File: src/sv/bffa_pkg.sv
// ----------------------------------------------------------------------------
// Bitmap first-free allocator package
// Shared types, response codes and helpers for the allocator core.
// ----------------------------------------------------------------------------
package bffa_pkg;

  typedef enum logic [1:0] {
    ST_OK        = 2'd0,
    ST_NONE_FREE = 2'd1,
    ST_RANGE     = 2'd2,
    ST_SAME      = 2'd3
  } status_t;

  typedef enum logic [2:0] {
    S_CLEAR,
    S_IDLE,
    S_FIND,
    S_WR_READ,
    S_WR_EVAL,
    S_RESP
  } state_t;

  typedef enum logic {
    REQ_FIND  = 1'b0,
    REQ_WRITE = 1'b1
  } req_type_t;

  // Commands from the controller to the datapath.
  typedef struct packed {
    logic load;
    logic clr_step;
    logic find_step;
    logic wr_read;
    logic wr_eval;
  } ctrl_cmd_t;

  // Status from the datapath back to the controller.
  typedef struct packed {
    logic clr_last;
    logic find_done;
    logic range_err;
  } ctrl_sts_t;

  localparam logic [7:0] MSB_MASK  = 8'h80;
  localparam logic [7:0] FULL_BYTE = 8'hFF;

  // Number of ones above the first zero, counting from the most significant bit.
  function automatic logic [2:0] lead_ones(input logic [7:0] b);
    logic [2:0] n;
    logic       stop;
    n    = 3'd0;
    stop = 1'b0;
    for (int i = 7; i >= 0; i--) begin
      if (!stop) begin
        if (b[i]) begin
          n = n + 3'd1;
        end else begin
          stop = 1'b1;
        end
      end
    end
    return n;
  endfunction

endpackage

File: src/sv/bffa_req_if.sv
// ----------------------------------------------------------------------------
// Allocator request channel
// Valid/ready channel carrying one find or write request per transaction.
// ----------------------------------------------------------------------------
interface bffa_req_if;
  logic       valid;
  logic       ready;
  logic       req_type;
  logic [9:0] bit_index;
  logic       bit_value;

  modport source (output valid, output req_type, output bit_index, output bit_value,
                  input ready);
  modport sink   (input valid, input req_type, input bit_index, input bit_value,
                  output ready);
endinterface

File: src/sv/bffa_rsp_if.sv
// ----------------------------------------------------------------------------
// Allocator response channel
// Valid/ready channel carrying one result per request transaction.
// ----------------------------------------------------------------------------
interface bffa_rsp_if;
  logic                 valid;
  logic                 ready;
  bffa_pkg::status_t    status;
  logic [9:0]           found_index;
  logic [10:0]          free_count;

  modport source (output valid, output status, output found_index, output free_count,
                  input ready);
  modport sink   (input valid, input status, input found_index, input free_count,
                  output ready);
endinterface

File: src/sv/bffa_ctrl.sv
// ----------------------------------------------------------------------------
// Allocator controller
// Sequences the clearing pass, the byte scan and the read-modify-write.
// ----------------------------------------------------------------------------
module bffa_ctrl (
  input  logic                 clk,
  input  logic                 rst_n,
  input  logic                 in_valid,
  input  logic                 in_req_type,
  output logic                 in_ready,
  output logic                 out_valid,
  input  logic                 out_ready,
  input  bffa_pkg::ctrl_sts_t  sts,
  output bffa_pkg::ctrl_cmd_t  cmd
);
  import bffa_pkg::*;

  state_t state_r;
  state_t state_nxt;

  always_ff @(posedge clk) begin
    if (!rst_n) begin
      state_r <= S_CLEAR;
    end else begin
      state_r <= state_nxt;
    end
  end

  always_comb begin
    state_nxt = state_r;
    case (state_r)
      S_CLEAR: begin
        if (sts.clr_last) state_nxt = S_IDLE;
      end
      S_IDLE: begin
        if (in_valid) begin
          state_nxt = (in_req_type == REQ_WRITE) ? S_WR_READ : S_FIND;
        end
      end
      S_FIND: begin
        if (sts.find_done) state_nxt = S_RESP;
      end
      S_WR_READ: begin
        state_nxt = sts.range_err ? S_RESP : S_WR_EVAL;
      end
      S_WR_EVAL: begin
        state_nxt = S_RESP;
      end
      S_RESP: begin
        if (out_ready) state_nxt = S_IDLE;
      end
      default: begin
        state_nxt = S_IDLE;
      end
    endcase
  end

  always_comb begin
    cmd       = '0;
    in_ready  = 1'b0;
    out_valid = 1'b0;
    case (state_r)
      S_CLEAR:   cmd.clr_step = 1'b1;
      S_IDLE: begin
        in_ready = 1'b1;
        cmd.load = in_valid;
      end
      S_FIND:    cmd.find_step = 1'b1;
      S_WR_READ: cmd.wr_read = 1'b1;
      S_WR_EVAL: cmd.wr_eval = 1'b1;
      S_RESP:    out_valid = 1'b1;
      default: begin
        cmd = '0;
      end
    endcase
  end

endmodule

File: src/sv/bffa_dp.sv
// ----------------------------------------------------------------------------
// Allocator datapath
// Bitmap memory, scan pointers, free counter and result registers.
// ----------------------------------------------------------------------------
module bffa_dp #(
  parameter int MAP_BITS = 1024
) (
  input  logic                 clk,
  input  logic                 rst_n,
  input  bffa_pkg::ctrl_cmd_t  cmd,
  output bffa_pkg::ctrl_sts_t  sts,
  input  logic [9:0]           in_bit_index,
  input  logic                 in_bit_value,
  output bffa_pkg::status_t    res_status,
  output logic [9:0]           res_index,
  output logic [10:0]          res_free
);
  import bffa_pkg::*;

  localparam int MAP_BYTES = (MAP_BITS + 7) / 8;
  localparam int ADDR_W    = (MAP_BYTES > 1) ? $clog2(MAP_BYTES) : 1;
  localparam int CNT_W     = $clog2(MAP_BYTES + 1);
  localparam int FC_W      = $clog2(MAP_BITS + 1);
  localparam int WIDE_W    = (ADDR_W + 3 > 10) ? ADDR_W + 3 : 10;
  localparam int FCX_W     = (FC_W > 11) ? FC_W : 11;
  localparam logic [ADDR_W-1:0] LAST_ADDR = ADDR_W'(MAP_BYTES - 1);
  localparam logic [FC_W-1:0]   FC_FULL   = FC_W'(MAP_BITS);

  logic [7:0]        mem [0:MAP_BYTES-1];
  logic [7:0]        rd_data_r;

  logic [ADDR_W-1:0] clr_addr_r;
  logic [CNT_W-1:0]  scan_addr_r;
  logic [ADDR_W-1:0] chk_addr_r;
  logic              chk_vld_r;
  logic [FC_W-1:0]   free_r;
  logic [9:0]        idx_r;
  logic              val_r;
  status_t           res_status_r;
  logic [9:0]        res_index_r;

  logic              mem_we;
  logic [ADDR_W-1:0] mem_waddr;
  logic [7:0]        mem_wdata;
  logic              mem_re;
  logic [ADDR_W-1:0] mem_raddr;

  logic              issue;
  logic              range_err;
  logic [WIDE_W-1:0] wide_idx;
  logic [ADDR_W-1:0] wr_addr;
  logic [7:0]        bit_mask;
  logic              cur_bit;
  logic              find_hit;
  logic              find_end;
  logic [ADDR_W+2:0] hit_idx;
  logic [WIDE_W-1:0] hit_wide;
  logic              hit_in_map;
  logic [FCX_W-1:0]  free_ext;

  assign issue      = scan_addr_r < CNT_W'(MAP_BYTES);
  assign range_err  = 32'(idx_r) >= 32'(MAP_BITS);
  assign wide_idx   = WIDE_W'(idx_r);
  assign wr_addr    = wide_idx[ADDR_W+2:3];
  assign bit_mask   = MSB_MASK >> idx_r[2:0];
  assign cur_bit    = |(rd_data_r & bit_mask);
  assign find_hit   = chk_vld_r && (rd_data_r != FULL_BYTE);
  assign find_end   = chk_vld_r && (rd_data_r == FULL_BYTE) && (chk_addr_r == LAST_ADDR);
  assign hit_idx    = {chk_addr_r, lead_ones(rd_data_r)};
  assign hit_wide   = WIDE_W'(hit_idx);
  assign hit_in_map = 32'(hit_idx) < 32'(MAP_BITS);
  assign free_ext   = FCX_W'(free_r);

  assign sts.clr_last  = clr_addr_r == LAST_ADDR;
  assign sts.find_done = find_hit || find_end;
  assign sts.range_err = range_err;

  assign res_status = res_status_r;
  assign res_index  = res_index_r;
  assign res_free   = free_ext[10:0];

  always_comb begin
    mem_we    = 1'b0;
    mem_waddr = wr_addr;
    mem_wdata = '0;
    mem_re    = 1'b0;
    mem_raddr = wr_addr;
    if (cmd.clr_step) begin
      mem_we    = 1'b1;
      mem_waddr = clr_addr_r;
    end else if (cmd.wr_eval && (cur_bit != val_r)) begin
      mem_we    = 1'b1;
      mem_wdata = val_r ? (rd_data_r | bit_mask) : (rd_data_r & ~bit_mask);
    end
    if (cmd.find_step) begin
      mem_re    = issue;
      mem_raddr = scan_addr_r[ADDR_W-1:0];
    end else if (cmd.wr_read) begin
      mem_re    = !range_err;
    end
  end

  always_ff @(posedge clk) begin
    if (mem_we) mem[mem_waddr] <= mem_wdata;
    if (mem_re) rd_data_r <= mem[mem_raddr];
  end

  always_ff @(posedge clk) begin
    if (!rst_n) begin
      clr_addr_r  <= '0;
      scan_addr_r <= '0;
      chk_vld_r   <= 1'b0;
      free_r      <= FC_FULL;
    end else begin
      if (cmd.clr_step && !sts.clr_last) clr_addr_r <= clr_addr_r + ADDR_W'(1);
      if (cmd.load) begin
        scan_addr_r <= '0;
        chk_vld_r   <= 1'b0;
      end else if (cmd.find_step) begin
        scan_addr_r <= scan_addr_r + CNT_W'(issue);
        chk_vld_r   <= issue;
      end
      if (cmd.wr_eval && (cur_bit != val_r)) begin
        if (val_r) begin
          if (free_r != '0) free_r <= free_r - FC_W'(1);
        end else begin
          if (free_r < FC_FULL) free_r <= free_r + FC_W'(1);
        end
      end
    end
  end

  // Payload registers: no reset needed.
  always_ff @(posedge clk) begin
    if (cmd.load) begin
      idx_r <= in_bit_index;
      val_r <= in_bit_value;
    end
    if (cmd.find_step) begin
      chk_addr_r <= scan_addr_r[ADDR_W-1:0];
      if (find_hit && hit_in_map) begin
        res_status_r <= ST_OK;
        res_index_r  <= hit_wide[9:0];
      end else if (find_hit || find_end) begin
        // A zero in the slack bits of the last byte is not a free block.
        res_status_r <= ST_NONE_FREE;
        res_index_r  <= '0;
      end
    end
    if (cmd.wr_read && range_err) begin
      res_status_r <= ST_RANGE;
      res_index_r  <= idx_r;
    end
    if (cmd.wr_eval) begin
      res_status_r <= (cur_bit == val_r) ? ST_SAME : ST_OK;
      res_index_r  <= idx_r;
    end
  end

endmodule

File: src/sv/bitmap_first_free_allocator_core.sv
// ----------------------------------------------------------------------------
// Bitmap first-free allocator core
// Allocation bitmap with first-free search and single-bit set/clear.
// ----------------------------------------------------------------------------
// Usage:
//   in_req carries one request per transaction: a find (req_type 0) or a
//   write of bit_value to bit_index (req_type 1). out_rsp returns exactly one
//   result per request: status, found or echoed index, and the free count
//   after the request.
//   The core handles one request at a time; in_req.ready is high only when
//   no request is outstanding.
//   A write reads the addressed bitmap byte through the registered read of
//   the bitmap memory, then writes the byte back if the bit changes; an
//   out-of-range index is answered without the read. A find scans one
//   bitmap byte per cycle through the single memory read port, stopping at
//   the first byte with a zero or after the last byte.
//   The next request is accepted in the cycle after the result is taken.
//   After reset the bitmap memory is cleared one byte per cycle, during
//   which in_req.ready stays low; the free count resets to MAP_BITS.
//   When the receiver stalls, the result is held stable on out_rsp and no
//   new request is accepted until it has been taken.
// ----------------------------------------------------------------------------
module bitmap_first_free_allocator_core #(
  parameter int MAP_BITS = 1024
) (
  input  logic        clk,
  input  logic        rst_n,
  bffa_req_if.sink    in_req,
  bffa_rsp_if.source  out_rsp
);
  import bffa_pkg::*;

  ctrl_cmd_t cmd;
  ctrl_sts_t sts;

  bffa_ctrl u_ctrl (
    .clk         (clk),
    .rst_n       (rst_n),
    .in_valid    (in_req.valid),
    .in_req_type (in_req.req_type),
    .in_ready    (in_req.ready),
    .out_valid   (out_rsp.valid),
    .out_ready   (out_rsp.ready),
    .sts         (sts),
    .cmd         (cmd)
  );

  bffa_dp #(
    .MAP_BITS (MAP_BITS)
  ) u_dp (
    .clk          (clk),
    .rst_n        (rst_n),
    .cmd          (cmd),
    .sts          (sts),
    .in_bit_index (in_req.bit_index),
    .in_bit_value (in_req.bit_value),
    .res_status   (out_rsp.status),
    .res_index    (out_rsp.found_index),
    .res_free     (out_rsp.free_count)
  );

  // One request in flight: never ready while a result is on offer.
  a_one_in_flight: assert property (@(posedge clk) disable iff (!rst_n)
    in_req.ready |-> !out_rsp.valid)
    else $error("request channel ready while a result is pending");

  a_accept_closes: assert property (@(posedge clk) disable iff (!rst_n)
    (in_req.valid && in_req.ready) |=> !in_req.ready)
    else $error("second request accepted before the first was answered");

  a_none_free_idx: assert property (@(posedge clk) disable iff (!rst_n)
    (out_rsp.valid && out_rsp.status == ST_NONE_FREE) |-> out_rsp.found_index == 10'd0)
    else $error("none-free result with non-zero index");

  a_free_stable: assert property (@(posedge clk) disable iff (!rst_n)
    (out_rsp.valid && $past(out_rsp.valid)) |-> $stable(out_rsp.free_count))
    else $error("free count changed while a result was held");

endmodule
File: src/flat_wrapper.sv
// flat-port wrapper written by rule: the top's interface ports become plain ports
module bitmap_first_free_allocator_core_flat import bffa_pkg::*;
#(
  parameter int MAP_BITS = 1024
)
  (clk, rst_n, in_req_valid, in_req_req_type, in_req_bit_index, in_req_bit_value, in_req_ready, out_rsp_valid, out_rsp_status, out_rsp_found_index, out_rsp_free_count, out_rsp_ready);
  bffa_req_if in_req_i ();
  bffa_rsp_if out_rsp_i ();
  input  logic clk;
  input  logic rst_n;
  input wire logic [$bits(in_req_i.valid)-1:0] in_req_valid;
  input wire logic [$bits(in_req_i.req_type)-1:0] in_req_req_type;
  input wire logic [$bits(in_req_i.bit_index)-1:0] in_req_bit_index;
  input wire logic [$bits(in_req_i.bit_value)-1:0] in_req_bit_value;
  output wire logic [$bits(in_req_i.ready)-1:0] in_req_ready;
  output wire logic [$bits(out_rsp_i.valid)-1:0] out_rsp_valid;
  output wire logic [$bits(out_rsp_i.status)-1:0] out_rsp_status;
  output wire logic [$bits(out_rsp_i.found_index)-1:0] out_rsp_found_index;
  output wire logic [$bits(out_rsp_i.free_count)-1:0] out_rsp_free_count;
  input wire logic [$bits(out_rsp_i.ready)-1:0] out_rsp_ready;
  assign in_req_i.valid = in_req_valid;
  assign in_req_i.req_type = in_req_req_type;
  assign in_req_i.bit_index = in_req_bit_index;
  assign in_req_i.bit_value = in_req_bit_value;
  assign in_req_ready = in_req_i.ready;
  assign out_rsp_valid = out_rsp_i.valid;
  assign out_rsp_status = out_rsp_i.status;
  assign out_rsp_found_index = out_rsp_i.found_index;
  assign out_rsp_free_count = out_rsp_i.free_count;
  assign out_rsp_i.ready = out_rsp_ready;
  bitmap_first_free_allocator_core #(.MAP_BITS(MAP_BITS)) u_core (.clk(clk), .rst_n(rst_n), .in_req(in_req_i), .out_rsp(out_rsp_i));
endmodule
File: config.mk
export PLATFORM = sky130hd
export DESIGN_NAME = bitmap_first_free_allocator_core_flat
export DESIGN_NICKNAME = d
export VERILOG_FILES = /design/src/sv/bffa_pkg.sv /design/src/sv/bffa_req_if.sv /design/src/sv/bffa_rsp_if.sv /design/src/sv/bffa_ctrl.sv /design/src/sv/bffa_dp.sv /design/src/sv/bitmap_first_free_allocator_core.sv /design/src/flat_wrapper.sv
export SDC_FILE = /design/constraint.sdc
export NUM_CORES = 1
export LEC_CHECK = 0
export ABC_AREA = 1
export BUFFER_PORTS_ARGS = -buffer_cell sky130_fd_sc_hd__buf_2
export CAP_MARGIN = 25
export CORE_UTILIZATION = 39
export DETAILED_ROUTE_END_ITERATION = 12
export SYNTH_ARGS = -nofsm -noshare
export SYNTH_HDL_FRONTEND = slang
export SYNTH_SLANG_ARGS = --single-unit
File: constraint.sdc
create_clock -name clk -period 7.9 [get_ports clk]
set_clock_uncertainty 0.2 [all_clocks]
set_input_delay 1.58 -clock clk [delete_from_list [all_inputs] [get_ports clk]]
set_output_delay 1.58 -clock clk [all_outputs]
set_load 0.01 [all_outputs]
==> results of run 1 <==
[metal layers]
layer / routed length, um / vias up
met3: 9390 / 217
met1: 57100 / 16300
met4: 3250 / 2
li1: - / 15900
met2: 61100 / 1226
met5: 19 / -
[worst max-delay path: cells and delay by family (launching register included)]
family	cells	cell delay, ns
buffers and inverters	1	0.55
DFF	1	0.42
and+or+nand+nor	13	2.91
[final cells by class]
class | instances | area, um2 | area share (%)
inverter | 1048 | 3940 | 7.23
timing repair buffer | 89 | 678 | 1.25
sequential | 1092 | 32500 | 59.7
clock inverter | 72 | 678 | 1.25
tap | 1637 | 2050 | 3.76
multi-input combinational | 2564 | 11600 | 21.4
antenna | 1 | 2.50 | 0.00460
clock buffer | 140 | 2960 | 5.43
[logic make-up (layout without fill, tap and decap cells)]
kind of cell,after synthesis,count (layout)
AOI/OAI and AO/OA,99,99
xor gates and xnor gates,13,13
adders and majority gates,17,17
buffers and inverters,1290,1349
DFF,1092,1092
other,0,1
and+or+nand+nor,2435,2435
[cell usage after synthesis, types with 9 or more instances]
library cell  number
inv_1           1045
nand2_2           11
nor2_1           199
a21oi_1           29
nand3_1         1055
buf_4             15
buf_2            189
buf_1             10
nand2_1         1141
o22ai_1           10
a211oi_1          10
edfxtp_1        1062
o21ai_0           38
ha_1              16
clkbuf_1          26
dfxtp_1           30
xor2_1             9
nor3_1            12
[worst min-delay path by stage]
stage                                     endpoint  slack [ns]  cells after the start
3_5_place_dp   u_core.u_dp.chk_addr_r[6]$_DFFE_PP_        0.23                      0
2_1_floorplan  u_core.u_dp.chk_addr_r[2]$_DFFE_PP_        0.21                      0
4_1_cts        u_core.u_dp.chk_addr_r[6]$_DFFE_PP_        0.24                      0
3_3_place_gp   u_core.u_dp.chk_addr_r[6]$_DFFE_PP_        0.22                      0
5_1_grt        u_core.u_dp.chk_addr_r[2]$_DFFE_PP_        0.26                      0
6_report       u_core.u_dp.chk_addr_r[6]$_DFFE_PP_        0.24                      0
[per-stage QoR]
step	hold WS [ns]	cell area, um2
global route	0.257	54400
global placement	0.217	50800
CTS	0.243	54400
floorplan	0.208	49100
detailed placement	0.228	50800
finish	0.237	54400
[sequential cells by signal (all words and copies together), names as in the netlist, 2 cells and up]
signal,cells
u_core.u_dp.mem,1024
u_core.u_dp.res_free,11
u_core.u_dp.idx_r,10
u_core.u_dp.res_index,10
u_core.u_dp.rd_data_r,8
u_core.u_dp.scan_addr_r,8
u_core.u_dp.chk_addr_r,7
u_core.u_dp.clr_addr_r,7
u_core.u_ctrl.state_r,3
u_core.u_dp.res_status,2
[power by group]
part | internal, uW | switching (uW)
clock | 3010 | 2270
sequential | 6880 | 114
combinational | 899 | 3110
total | 10800 | 5490
[layout by cell type (no fill, tap or decap), types with 20 or more instances in the layout]
cell | netlist | final
a21oi_1 | 29 | 29
buf_2 | 189 | 40
buf_4 | 15 | 39
clkbuf_1 | 26 | 23
clkbuf_16 | 0 | 112
clkinv_1 | 0 | 20
clkinv_2 | 0 | 30
dfxtp_1 | 30 | 30
edfxtp_1 | 1062 | 1062
inv_1 | 1045 | 1044
nand2_1 | 1141 | 1139
nand3_1 | 1055 | 1054
nor2_1 | 199 | 199
o21ai_0 | 38 | 37
==> qor.yml, run 1 <==
final_layout:
  drive_above_1_share_pct: 5.93
  n_fill_cell: 11800
  fin_cells: 6643
  fin_util_pct: 43.8
  syn_to_final_growth_pct: 10.8
  nNetsFinal: 4940
synthesis:
  synth_warnings: 0
  synth_area_um2: 49100
  synth-seq-cells: 1092
  postSynthNetCount: 4979
  syn_avg_cell_area_um2: 9.93
  synthTopCellsByArea: "edfxtp_1, nand3_1, nand2_1, inv_1, buf_2"
  synth.area.mux_share_pct: 0
  synth_edf_count: 1062
  synth_xor_area_share_pct: 0.232
  synth-main-ff-cell: "edfxtp_1"
  synth_compound_area_share_pct: 1.16
  async_reset_ff_share_pct: 0
  seq_area_frac_synth_pct: 66.1
  yosysTopAreaCellShare_pct: 64.9
  synth_cell_types: 40
  synth_top_area_cell: "edfxtp_1"
  synth_top_family_by_area: "simple AND/OR/NAND/NOR gates"
  synth_fa_ha_area_share_pct: 0.448
  synth-simple-area-share_pct: 21.5
  syn_inst: 4946
power:
  peakVddDrop_v: 0.000203
  p_leak_uw: 0.0231
  p_per_area_nw_per_um2: 299
  power.total_uw: 16300
clock_network:
  clockBufferDepth: 3
  ctsResizeCount: 0
  insertion_delay_ns: 0.71
  cts_tree: "done"
  h-tree-depth: 3
  cts_setup_buffers: 0
  clk_pin_slew_ns: 0.06
  clk_root_buffer_cell: "clkbuf_16"
  cts_hold_buffers: 0
  cts_buffers: 112
  cts_sinks: 1092
worst_setup_path:
  reg2reg_to: "u_core.u_dp.rd_data_r[2]$_DFFE_PP_"
  crit_path_end_kind: "flip-flop"
  slowest_stage: "nand2_8"
  cpMostUsedCell: "nand3_1"
  crit_fanout: 130
  worst_ep_arrival_time_ns: 4.81
  startpoint_type: "flip-flop"
  worstRegToRegCells: 14
  crit_path_cell_trace: "nor2_4, nand2_2, nand2_2, nand2_8, buf_12, nand2_1, nand3_1, nand3_1, nand3_1, nand3_1, nand3_1, nand2_1, nand2_1, nand2_1"
  slowest_delay_ns: 0.70
  required_ns: 8.13
  r2r_slack_ns: 3.32
  r2r_start: "u_core.u_ctrl.state_r[2]$_SDFFE_PN0P_"
  startpoint: "u_core.u_ctrl.state_r[2]$_SDFFE_PN0P_"
  critPathCapture: "u_core.u_dp.rd_data_r[2]$_DFFE_PP_"
  crit_type: "flip-flop to flip-flop"
global_routing:
  grt_pass1_wl_um: 198000
  overflow: 0
  busiest_layer: "met2"
  grt_pass1_vias: 31800
  antenna_found_initial: 2
  use_met1_pct: 28.6
  grt_max_degree: 155
  grtUsageMet2_pct: 32.6
  groute.layer.met3.usage_pct: 3.26
  grt_usage_pct: 20.3
detailed_routing:
  num_vias: 33700
  drc_errors: 0
  first_iter_violations: 3482
  wl_per_cell_um: 19.7
  ant_nets: 0
  dr.pass1.iters: 6
  wl_um: 131000
  viasPerCell: 5.07
min_path:
  hp-start: "u_core.u_dp.scan_addr_r[6]$_SDFFE_PP0P_"
  hp-class: "flip-flop to flip-flop"
sta:
  finalHoldViolations: 0
  min_period_over_period_pct: 58.0
  relSlewSlack_pct: 26.0
  drv_slew: 0
  fmax_ghz: 0.218
  finalCriticalPeriod_ns: 4.58
  finalSetupTns_ns: 0
  worst_pin_slew_ns: 1.11
  rsz0062_at_grt: "no"
  setup_ws_ns: 3.32
  setup_viol: 0
placed_design:
  gp_congestion: 0.837
  place_inst: 6429
  dpl.hpwl_um: 72500
  io_buffers: 40
  dp_slack_ns: 3.41
floorplan:
  core_area_um2: 124000
  initial_core_util_pct: 39.5
  die_x_um: 357
  die_h_um: 357
  fp-row-count: 129
  pin_count: 41
  die_area_um2: 127000
run_status:
  status: "finished, final reports clean"
job:
  drv_cap: 0
No activity file was read; power rests on OpenSTA's default activity.
==> run 2: changes to the inputs <==
- clock period: 7.9 -> 4.5 ns (I/O delays scaled with it)
==> run 2 against run 1 <==
Sequential cell count is the same. Largest cell class unchanged. Combinational power grew 83%. Fmax grew 18%.
==> qor.yml, run 2 (synthesis results as in run 1) <==
run_status:
  status: "finished, final reports clean"
final_layout:
  largest_reg_flops: 1024
  nNetsFinal: 5027
  syn_to_final_growth_pct: 12.4
  largest_register: "u_core.u_dp.mem"
  final_cell_mix: "nand2_1, edfxtp_1, nand3_1, inv_1, nor2_1"
  drive_above_1_share_pct: 7.11
  antenna_cells: 0
  fin_cells: 6726
  final_common_cell: "nand2_1"
  n_fill_cell: 11700
  fin_util_pct: 44.4
power:
  peakVddDrop_v: 0.000410
  p_sw_share_pct: 33.5
  pwr-share-clk_pct: 31.3
  intPower_uw: 19000
  pwr-share-comb_pct: 25.8
  seqPwrFrac_pct: 43.0
  p_leak_uw: 0.0235
  power.switching_uw: 9540
  p_per_area_nw_per_um2: 516
global_routing:
  groute.layer.met3.usage_pct: 3.00
  grt_pass1_vias: 31700
  use_met1_pct: 28.4
  overflow: 0
  antenna_found_initial: 2
  busiest_layer: "met2"
  grt_pass1_wl_um: 196000
  grtUsageMet2_pct: 32.3
  grt_usage_pct: 20.2
  grt_max_degree: 129
detailed_routing:
  dr.pass1.iters: 6
  num_vias: 33600
  wl_per_cell_um: 19.1
  drc_errors: 0
  first_iter_violations: 3899
  ant_nets: 0
  wl_um: 129000
  viasPerCell: 5.00
sta:
  worst_pin_slew_ns: 0.978
  relSlewSlack_pct: 34.5
  finalCriticalPeriod_ns: 3.88
  min_period_over_period_pct: 86.1
  fmax_ghz: 0.258
  finalHoldViolations: 0
  setup_viol: 0
  drv_slew: 0
  rsz0062_at_grt: "no"
clock_network:
  cts_tree: "done"
  clk_pin_slew_ns: 0.06
  insertion_delay_ns: 0.70
  ctsResizeCount: 0
  cts_hold_buffers: 0
  clk_root_buffer_cell: "clkbuf_16"
  h-tree-depth: 3
  cts_sinks: 1092
  cts_setup_buffers: 0
  cts_buffers: 112
  clockBufferDepth: 3
worst_setup_path:
  crit_path_cell_trace: "nor2_1, nand2_1, o21ai_0, nor2_1, nand2_1, nor2_1"
  reg2reg_to: "u_core.u_dp.mem[24][5]$_DFFE_PP_"
  slowest_delay_ns: 0.72
  worstRegToRegCells: 6
  crit_fanout: 16
  required_ns: 4.62
  crit_type: "flip-flop to flip-flop"
  cpMostUsedCell: "nor2_1"
  r2r_slack_ns: 0.62
  r2r_start: "u_core.u_ctrl.state_r[1]$_SDFFE_PN0P_"
  slowest_stage: "nor2_1"
  crit_path_end_kind: "flip-flop"
  startpoint_type: "flip-flop"
  worst_ep_arrival_time_ns: 4.00
min_path:
  hold_depth: 1
  hp-start: "in_req_bit_index[8]"
  hp-class: "input port to flip-flop"
  min_to: "u_core.u_dp.idx_r[8]$_DFFE_PP_"
floorplan:
  die_x_um: 357
  die_area_um2: 127000
  pin_count: 41
  initial_core_util_pct: 39.5
  die_h_um: 357
  fp-row-count: 129
  core_area_um2: 124000
placed_design:
  dpl.hpwl_um: 74100
  io_buffers: 40
  place_inst: 6517
  gp_congestion: 0.881
job:
  drv_cap: 0
-- run 2: changes by cell type in the layout (fill, tap and decap cells not counted), moves of 6 or more --
| cell | before | now |
|---|---|---|
| clkinv_2 | 30 | 18 |
| buf_4 | 39 | 103 |
| clkbuf_1 | 23 | 34 |
| bufinv_16 | 11 | 5 |
| buf_12 | 8 | 32 |
| clkinv_1 | 20 | 27 |
-- run 2: worst max-delay path, delay by kind of cell (launching register included) --
kind,cells,cell delay [ns]
flip-flops,1,0.54
AND/OR/NAND/NOR,5,2.48
AO/OA/AOI/OAI,1,0.26
-- run 2: final cells by class --
class,count,area (um2),share of cell area (%)
Clock buffer,155,3100,5.61
Timing Repair Buffer,176,1630,2.95
Inverter,1048,3940,7.13
Tap cell,1637,2050,3.71
Clock inverter,54,383,0.693
Multi-Input combinational cell,2564,11600,21.1
Sequential cell,1092,32500,58.8
-- run 2: power by group through the flow --
stage | combinational (uW) | clock (uW) | sequential (uW)
final | 7350 | 8910 | 12200
after global placement | 7210 | 0 | 12400
after floorplan | 4390 | 0 | 12500
after global routing | 7930 | 9410 | 12300
after CTS | 7290 | 9030 | 12200
after detailed placement | 7270 | 0 | 12400
-- run 2: worst max path at each step --
stage,cells after the start,to,startpoint,slack (ns)
6_report,6,u_core.u_dp.mem[24][5]$_DFFE_PP_,u_core.u_ctrl.state_r[1]$_SDFFE_PN0P_,0.62
5_1_grt,6,u_core.u_dp.mem[30][0]$_DFFE_PP_,u_core.u_ctrl.state_r[1]$_SDFFE_PN0P_,0.41
4_1_cts,6,u_core.u_dp.mem[27][6]$_DFFE_PP_,u_core.u_ctrl.state_r[1]$_SDFFE_PN0P_,0.69
3_5_place_dp,6,u_core.u_dp.mem[27][4]$_DFFE_PP_,u_core.u_ctrl.state_r[1]$_SDFFE_PN0P_,0.71
3_3_place_gp,6,u_core.u_dp.mem[24][5]$_DFFE_PP_,u_core.u_ctrl.state_r[1]$_SDFFE_PN0P_,0.65
2_1_floorplan,7,u_core.u_dp.mem[0][0]$_DFFE_PP_,u_core.u_dp.idx_r[1]$_DFFE_PP_,-0.64
-- run 2: metal layers --
layer  share of wire (%)  vias up
li1                    -    16100
met1                  44    16100
met2                  46     1178
met3                 6.8      230
met4                 3.0        0
met5                   0        -
-- run 2: per-stage QoR --
stage               setup WS [ns]  setup TNS, ns  area (um2)  power [uW]  hold slack, ns
floorplan                  -0.643        -658.89       49200       16900           0.208
global placement            0.652              0       51700       19700           0.234
detailed placement          0.706              0       51800       19700           0.240
CTS                         0.694              0       55200       28600           0.140
global route                0.406              0       55200       29600           0.147
finish                      0.625              0       55200       28500           0.178
